<file path="config.mk">
export PLATFORM = sky130hd
export DESIGN_NAME = expression_token_scanner
export DESIGN_NICKNAME = d
export VERILOG_FILES = /design/src/rtl/est_pkg.sv /design/src/rtl/est_front.sv /design/src/rtl/est_back.sv /design/src/rtl/expression_token_scanner.sv
export SDC_FILE = /design/constraint.sdc
export NUM_CORES = 1
export LEC_CHECK = 0
export BUFFER_PORTS_ARGS = -buffer_cell sky130_fd_sc_hd__clkbuf_2
export CORE_UTILIZATION = 54
export DETAILED_ROUTE_END_ITERATION = 12
export PLACE_DENSITY = 0.69
export SETUP_SLACK_MARGIN = 0.3
export SLEW_MARGIN = 25
export SYNTH_ARGS = -nofsm -noshare
export SYNTH_HDL_FRONTEND = slang
export SYNTH_SLANG_ARGS = --single-unit
</file>
<file path="constraint.sdc">
create_clock -name clk -period 3.7 [get_ports clk]
set_clock_uncertainty 0.15 [all_clocks]
set_input_delay 0.185 -clock clk [delete_from_list [all_inputs] [get_ports clk]]
set_output_delay 0.185 -clock clk [all_outputs]
set_load 0.01 [all_outputs]
</file>
<file path="src/rtl/est_pkg.sv">
`timescale 1ns / 1ps
`default_nettype none
package est_pkg;

	localparam int DEF_POSITION_BITS = 16;
	localparam int FIELD_BITS = 16;

	localparam logic [7:0] CH_UNDERSCORE = 8'h5F;
	localparam logic [7:0] CH_PLUS = 8'h2B;
	localparam logic [7:0] CH_MINUS = 8'h2D;
	localparam logic [7:0] CH_STAR = 8'h2A;
	localparam logic [7:0] CH_SLASH = 8'h2F;
	localparam logic [7:0] CH_CARET = 8'h5E;
	localparam logic [7:0] CH_LPAREN = 8'h28;
	localparam logic [7:0] CH_RPAREN = 8'h29;

	typedef enum logic [3:0] {
		KIND_ID      = 4'd0,
		KIND_NUM     = 4'd1,
		KIND_PLUS    = 4'd2,
		KIND_MINUS   = 4'd3,
		KIND_STAR    = 4'd4,
		KIND_SLASH   = 4'd5,
		KIND_CARET   = 4'd6,
		KIND_LPAREN  = 4'd7,
		KIND_RPAREN  = 4'd8,
		KIND_INVALID = 4'd9,
		KIND_END     = 4'd10
	} kind_t;

	typedef enum logic [1:0] {
		CLS_LETTER = 2'd0,
		CLS_DIGIT  = 2'd1,
		CLS_SPACE  = 2'd2,
		CLS_OTHER  = 2'd3
	} cls_t;

	typedef enum logic [1:0] {
		MODE_IDLE   = 2'd0,
		MODE_IDENT  = 2'd1,
		MODE_NUMBER = 2'd2
	} mode_t;

	// One classified request handed from the front to the back.
	typedef struct packed {
		logic  is_end;
		cls_t  cls;
		kind_t op_kind;
	} cls_item_t;

	typedef struct packed {
		kind_t                 kind;
		logic [FIELD_BITS-1:0] start;
		logic [FIELD_BITS-1:0] len;
		logic                  end_flag;
	} token_t;

	function automatic cls_item_t classify(input logic command, input logic [7:0] c);
		cls_item_t r;
		r.is_end = command;
		r.op_kind = KIND_INVALID;
		if ((c >= 8'h61 && c <= 8'h7A) || (c >= 8'h41 && c <= 8'h5A) || c == CH_UNDERSCORE)
			r.cls = CLS_LETTER;
		else if (c >= 8'h30 && c <= 8'h39)
			r.cls = CLS_DIGIT;
		else if (c == 8'h20 || (c >= 8'h09 && c <= 8'h0D))
			r.cls = CLS_SPACE;
		else begin
			r.cls = CLS_OTHER;
			unique case (c)
				CH_PLUS:   r.op_kind = KIND_PLUS;
				CH_MINUS:  r.op_kind = KIND_MINUS;
				CH_STAR:   r.op_kind = KIND_STAR;
				CH_SLASH:  r.op_kind = KIND_SLASH;
				CH_CARET:  r.op_kind = KIND_CARET;
				CH_LPAREN: r.op_kind = KIND_LPAREN;
				CH_RPAREN: r.op_kind = KIND_RPAREN;
				default:   r.op_kind = KIND_INVALID;
			endcase
		end
		return r;
	endfunction

endpackage
`default_nettype wire

</file>
<file path="src/rtl/est_front.sv">
`timescale 1ns / 1ps
`default_nettype none
module est_front import est_pkg::*; (
	input  wire logic      clk,
	input  wire logic      arst_n,
	input  wire logic      push,
	output logic           full,
	input  wire logic      command,
	input  wire logic [7:0] character,
	output logic           cls_valid,
	output cls_item_t      cls_item,
	input  wire logic      cls_take
);

	cls_item_t  buf_q [2];
	logic       wr_ptr_q;
	logic       rd_ptr_q;
	logic [1:0] count_q;
	logic       do_push;
	logic       do_take;

	assign full = (count_q == 2'd2);
	assign do_push = push && !full;
	assign cls_valid = (count_q != 2'd0);
	assign do_take = cls_take && cls_valid;
	assign cls_item = buf_q[rd_ptr_q];

	always_ff @(posedge clk) begin
		if (do_push)
			buf_q[wr_ptr_q] <= classify(command, character);
	end

	always_ff @(posedge clk or negedge arst_n) begin
		if (!arst_n) begin
			wr_ptr_q <= 1'b0;
			rd_ptr_q <= 1'b0;
			count_q <= 2'd0;
		end else begin
			if (do_push)
				wr_ptr_q <= ~wr_ptr_q;
			if (do_take)
				rd_ptr_q <= ~rd_ptr_q;
			count_q <= count_q + {1'b0, do_push} - {1'b0, do_take};
		end
	end

endmodule
`default_nettype wire

</file>
<file path="src/rtl/est_back.sv">
`timescale 1ns / 1ps
`default_nettype none
module est_back import est_pkg::*; #(
	parameter int POSITION_BITS = DEF_POSITION_BITS
) (
	input  wire logic       clk,
	input  wire logic       arst_n,
	input  wire logic       cls_valid,
	input  wire cls_item_t  cls_item,
	output logic            cls_take,
	output logic            empty,
	input  wire logic       pop,
	output token_t          head
);

	localparam int CntW = (POSITION_BITS < FIELD_BITS) ? POSITION_BITS : FIELD_BITS;
	localparam logic [CntW-1:0] CntMax = '1;

	mode_t           mode_q;
	logic [CntW-1:0] pos_q;
	logic [CntW-1:0] pstart_q;
	logic [CntW-1:0] plen_q;

	token_t     oq_q [4];
	logic [1:0] wr_ptr_q;
	logic [1:0] rd_ptr_q;
	logic [2:0] count_q;

	mode_t           mode_d;
	logic [CntW-1:0] pos_d;
	logic [CntW-1:0] pstart_d;
	logic [CntW-1:0] plen_d;
	logic            flush_v;
	logic            second_v;
	token_t          flush_tok;
	token_t          second_tok;
	token_t          tok0;
	token_t          tok1;
	logic [1:0]      n_tok;
	logic            do_pop;
	logic            extend;

	assign cls_take = cls_valid && (count_q <= 3'd2);
	assign empty = (count_q == 3'd0);
	assign do_pop = pop && !empty;
	assign head = oq_q[rd_ptr_q];

	always_comb begin
		mode_d = mode_q;
		pos_d = (pos_q == CntMax) ? pos_q : pos_q + 1'b1;
		pstart_d = pstart_q;
		plen_d = (plen_q == CntMax) ? plen_q : plen_q + 1'b1;
		flush_tok.kind = (mode_q == MODE_IDENT) ? KIND_ID : KIND_NUM;
		flush_tok.start = FIELD_BITS'(pstart_q);
		flush_tok.len = FIELD_BITS'(plen_q);
		flush_tok.end_flag = 1'b0;
		second_tok.kind = cls_item.op_kind;
		second_tok.start = FIELD_BITS'(pos_q);
		second_tok.len = FIELD_BITS'(1);
		second_tok.end_flag = 1'b0;
		flush_v = 1'b0;
		second_v = 1'b0;
		extend = ((mode_q == MODE_IDENT) &&
				(cls_item.cls == CLS_LETTER || cls_item.cls == CLS_DIGIT)) ||
			((mode_q == MODE_NUMBER) && (cls_item.cls == CLS_DIGIT));
		if (cls_item.is_end) begin
			flush_v = (mode_q == MODE_IDENT) || (mode_q == MODE_NUMBER);
			second_v = 1'b1;
			second_tok.kind = KIND_END;
			second_tok.len = '0;
			second_tok.end_flag = 1'b1;
			mode_d = MODE_IDLE;
			pos_d = '0;
			pstart_d = '0;
			plen_d = '0;
		end else if (!extend) begin
			flush_v = (mode_q == MODE_IDENT) || (mode_q == MODE_NUMBER);
			mode_d = MODE_IDLE;
			pstart_d = '0;
			plen_d = '0;
			unique case (cls_item.cls)
				CLS_LETTER: begin
					mode_d = MODE_IDENT;
					pstart_d = pos_q;
					plen_d = CntW'(1);
				end
				CLS_DIGIT: begin
					mode_d = MODE_NUMBER;
					pstart_d = pos_q;
					plen_d = CntW'(1);
				end
				CLS_SPACE: begin
				end
				default: second_v = 1'b1;
			endcase
		end
		tok0 = flush_v ? flush_tok : second_tok;
		tok1 = second_tok;
		n_tok = {1'b0, flush_v} + {1'b0, second_v};
		if (!cls_take)
			n_tok = 2'd0;
	end

	always_ff @(posedge clk) begin
		if (n_tok != 2'd0)
			oq_q[wr_ptr_q] <= tok0;
		if (n_tok == 2'd2)
			oq_q[wr_ptr_q + 2'd1] <= tok1;
	end

	always_ff @(posedge clk or negedge arst_n) begin
		if (!arst_n) begin
			mode_q <= MODE_IDLE;
			pos_q <= '0;
			pstart_q <= '0;
			plen_q <= '0;
			wr_ptr_q <= 2'd0;
			rd_ptr_q <= 2'd0;
			count_q <= 3'd0;
		end else begin
			if (cls_take) begin
				mode_q <= mode_d;
				pos_q <= pos_d;
				pstart_q <= pstart_d;
				plen_q <= plen_d;
			end
			wr_ptr_q <= wr_ptr_q + n_tok;
			if (do_pop)
				rd_ptr_q <= rd_ptr_q + 2'd1;
			count_q <= count_q + {1'b0, n_tok} - {2'b00, do_pop};
		end
	end

endmodule
`default_nettype wire

</file>
<file path="src/rtl/expression_token_scanner.sv">
`timescale 1ns / 1ps
`default_nettype none
// Byte-serial lexer for arithmetic expressions. Each request carries one byte or an
// end-of-input mark; a classifier front end feeds a two-entry queue, and the scanner back
// end keeps the identifier/number state and writes up to two tokens per request into a
// four-entry result queue. One request is taken per clock as long as results are popped;
// the back end waits only when the result queue has fewer than two free entries. Start
// position and length saturate at 2^POSITION_BITS - 1, capped at 65535, and the state
// clears after every end request.
module expression_token_scanner import est_pkg::*; #(
	parameter int POSITION_BITS = DEF_POSITION_BITS
) (
	input  wire logic        clk,
	input  wire logic        arst_n,
	input  wire logic        push,
	output logic             full,
	input  wire logic        command,
	input  wire logic [7:0]  character,
	output logic             empty,
	input  wire logic        pop,
	output logic [3:0]       token_kind,
	output logic [15:0]      start_position,
	output logic [15:0]      token_length,
	output logic             end_flag
);

	logic      cls_valid;
	logic      cls_take;
	cls_item_t cls_item;
	token_t    head;

	est_front u_front (
		.clk       (clk),
		.arst_n    (arst_n),
		.push      (push),
		.full      (full),
		.command   (command),
		.character (character),
		.cls_valid (cls_valid),
		.cls_item  (cls_item),
		.cls_take  (cls_take)
	);

	est_back #(
		.POSITION_BITS (POSITION_BITS)
	) u_back (
		.clk       (clk),
		.arst_n    (arst_n),
		.cls_valid (cls_valid),
		.cls_item  (cls_item),
		.cls_take  (cls_take),
		.empty     (empty),
		.pop       (pop),
		.head      (head)
	);

	assign token_kind = head.kind;
	assign start_position = head.start;
	assign token_length = head.len;
	assign end_flag = head.end_flag;

endmodule
`default_nettype wire

</file>
==> key figures <==
Synthesis
  • Seq cells post-synth: about 220
  • Post-synth top cells: edfxtp_1, a22o_1, nand2_1, dfrtp_1, dfxtp_1
  • Syn Area/Cell: approximately 12 sq um
  • Leading cell type by number of instances after synthesis: edfxtp_1
  • Largest cells by area after synthesis: edfxtp_1, dfrtp_1, dfxtp_1
  • EDFF count, synth: a little over 100
  • Top_reg_cell synth: edfxtp_1
  • Synth cell types: 77
  • Fraction of registers with async set/reset: a little over a quarter
  • Yosys top cell by area: edfxtp_1
  • Post-synth top area share: between 20% and 30%
  • Yosys warning total: 0
  • Post-Syn Area: 10580 sq um
  • Syn Nets: 893
  • Register area share after synthesis: a little over half
  • Cells after synthesis: ~870

Outcome
  • Status: completed

Placed design
  • Dpl hpwl: ~16 mm
  • Routability cong.: just under 0.9
  • Pre-CTS setup slack: around 0.54 ns
  • Port-buffer cells: 51
  • Post-DP Area: about 11000 sq um

Power
  • Max VDD drop: around 0.62 mV
  • Pwr/cell area: 718.7 nW/um^2
  • Tot Pwr: approximately 8500 uW
  • Leak Pwr: 0.004455 uW

Layout
  • Reg area: about 5800 sq um
  • Multi-input logic area: 4360 sq um
  • Synthesis-to-finish area growth: 12.34%
  • Filler cell count: 1484
  • NumNets Final: between 900 and 1000
  • Final std cell area, no fill: 11880 sq um
  • Antenna cells: 0
  • Share of layout cells above drive strength 1: between 10% and 20%

Worst setup path
  • Register-to-register path setup slack: 0.68 ns
  • FF-to-FF End: u_back.count_q[2]
  • Critical path origin: u_front.rd_ptr_q
  • Cell mode on critical path: xnor2_1
  • Max incr delay on CP: 0.74 ns
  • CP Launch Type: flip-flop
  • CP max-delay cell: dfrtp_1
  • Delay-heaviest family, CP: flip-flops
  • WP depth: 9
  • Req. time, crit path: roughly 4.0 ns
  • WP data arrival: between 3 and 4 ns
  • CP Cell Sequence: nor3_1, a21oi_1, nand2_1, or3_1, ha_1, inv_1, fa_1, xnor2_1, xnor2_1
  • Crit-path max FO: 18
  • R2r worst-path depth: 9
  • CP Class: reg2reg
  • Critical path capture point type: flip-flop
  • Worst reg2reg startpoint: u_front.rd_ptr_q
  • Crit path buf inv count: 1

Global route
  • Initial antenna violation count: 0
  • First-pass GRT wire length: about 41 mm
  • Number of global-route vias before repair: approximately 7600
  • Global route total overflow: 0
  • Largest net degree at the start of global routing: 37
  • GR Util All Layers: roughly 26%

Drt
  • Average wire per cell in the routed design: 21.30 um
  • Number of detailed-route iterations in the first pass: 5
  • Via density: around 6.4
  • Detailed Route WL: ~25 mm
  • Vias: ~7600
  • DR iter-0 viols: ~660
  • DRC viols: 0
  • ANT nets after route: 0

Clock network
  • Clock-pin transition on the worst setup and hold timing paths: approximately 0.060 ns
  • Max clock buf depth: 3
  • Clk Latency, worst-skew pair: roughly 0.52 ns
  • H-tree levels: 1
  • CTS Buf Count: 24
  • Setup Fix Bufs, Post-CTS: 0
  • CTS Sinks: 223
  • CTS tree: built
  • Root Driver: clkbuf_16

Worst hold path
  • Worst Hold Launch: character[6]
  • Hold Crit Depth: 3
  • Hold Crit Class: in2reg
  • Hold EP: u_front.buf_q[1][4]

Job
  • Max-cap violations: 0

STA
  • Hold Vio Cnt, Final: 0
  • Slew Viols, Final: 0
  • Worst setup margin: between 0.6 and 0.7 ns
  • RSZ-0062 raised after global routing: no
  • Worst slew pin tran: about 0.86 ns
  • Fin crit share: 81.57%
  • Setup TNS: 0 ns
  • Final setup viols: 0
  • Fin crit period: 3.018 ns
  • Fmax: between 300 and 400 MHz
  • Max-Slew Margin vs Limit: around 42%

Floorplan
  • Die Height: 142.0 um
  • Initial Utilization: a little under three fifths
  • Num rows: 50
  • Die area: slightly above 20000 sq um
  • Area of the core: between 15000 and 20000 sq um
  • Boundary Pins: 52
  • Horiz. Die Dim: about 140 um
-- how the worst max path moves through the flow --
stage,end,slack (ns)
floorplan,u_back.oq_q[2][0],0.93
global placement,u_back.count_q[2],0.63
detailed placement,u_back.count_q[2],0.54
CTS,u_back.count_q[2],0.51
global route,u_back.count_q[2],0.43
finish,u_back.count_q[2],0.68
-- sequential cells by signal, summed over array words and instances, names as in the netlist --
| register | count |
|---|---|
| u_front.wr_ptr_q | 1 |
| u_back.mode_q | 2 |
| u_back.plen_q | 16 |
| u_front.count_q | 2 |
| u_back.pstart_q | 16 |
| u_front.rd_ptr_q | 1 |
| u_back.oq_q | 148 |
| u_back.wr_ptr_q | 2 |
| u_back.pos_q | 16 |
| u_back.rd_ptr_q | 2 |
| u_back.count_q | 3 |
| u_front.buf_q | 14 |
-- tightest hold or removal path: cells and delay by family --
family / cells / cell delay (ns)
AOI/OAI and AO/OA: 1 / 0.19
and+or+nand+nor: 1 / 0.10
buffers and inverters: 1 / 0.12
-- placed cells by master (no fill, tap or decap), types with 24 or more instances in the layout --
| cell type | count |
|---|---|
| edfxtp_1 | 102 |
| a22o_1 | 91 |
| dfxtp_1 | 60 |
| dfrtp_1 | 60 |
| nand3_1 | 30 |
| o21ai_0 | 41 |
| clkbuf_2 | 51 |
| clkbuf_16 | 24 |
| nand2_1 | 74 |
| nor2_1 | 44 |
| buf_4 | 25 |
| a32o_1 | 30 |
| mux4_2 | 37 |
-- stage by stage --
step                hold slack (ns)  instances  util, %
floorplan                   -0.2606        869        -
global placement             0.1242       1127    58.07
detailed placement           0.1489       1127    58.07
CTS                         0.05439       1177    62.69
global route                0.07760       1177    62.69
finish                      0.07314       1177    62.69
-- per-layer routing --
metal / global-route usage, % / wire (um)
met5: 0 / 0
met4: 10.41 / 902
met3: 3.062 / 1317
met2: 44.93 / 12600
met1: 33.29 / 10250
-- cell families (layout without fill, tap and decap cells) --
family	after synthesis	count (layout)	share of synthesized area, %
buffers and inverters	97	145	4.210
AO/OA/AOI/OAI	247	247	18.47
XOR/XNOR	17	17	1.407
multiplexers	44	44	8.634
AND/OR/NAND/NOR	230	230	11.17
flip-flops	223	223	54.74
adder cells (fa/ha/maj)	11	11	1.372
-- area by class of cell --
cell class / instances / share of cell area [%]
sequential: 223 / 48.74
multi-input combinational: 549 / 36.69
clock buffer: 28 / 5.180
timing repair buffer: 83 / 4.401
tap: 260 / 2.737
clock inverter: 16 / 1.685
inverter: 18 / 0.5685
-- power by group --
part           total [uW]  internal, uW  switching (uW)
Combinational        2780          1010            1770
Clock                2470          1480             989
Sequential           3290          2990             301
-- timing repair --
item | CTS | global route
setup endpoints to repair | 0 | 1
hold buffers | 6 | 0
hold endpoints to repair | 39 | 0
gates resized for setup | 0 | 1
Note: power is estimated with default switching activity, not from simulation.
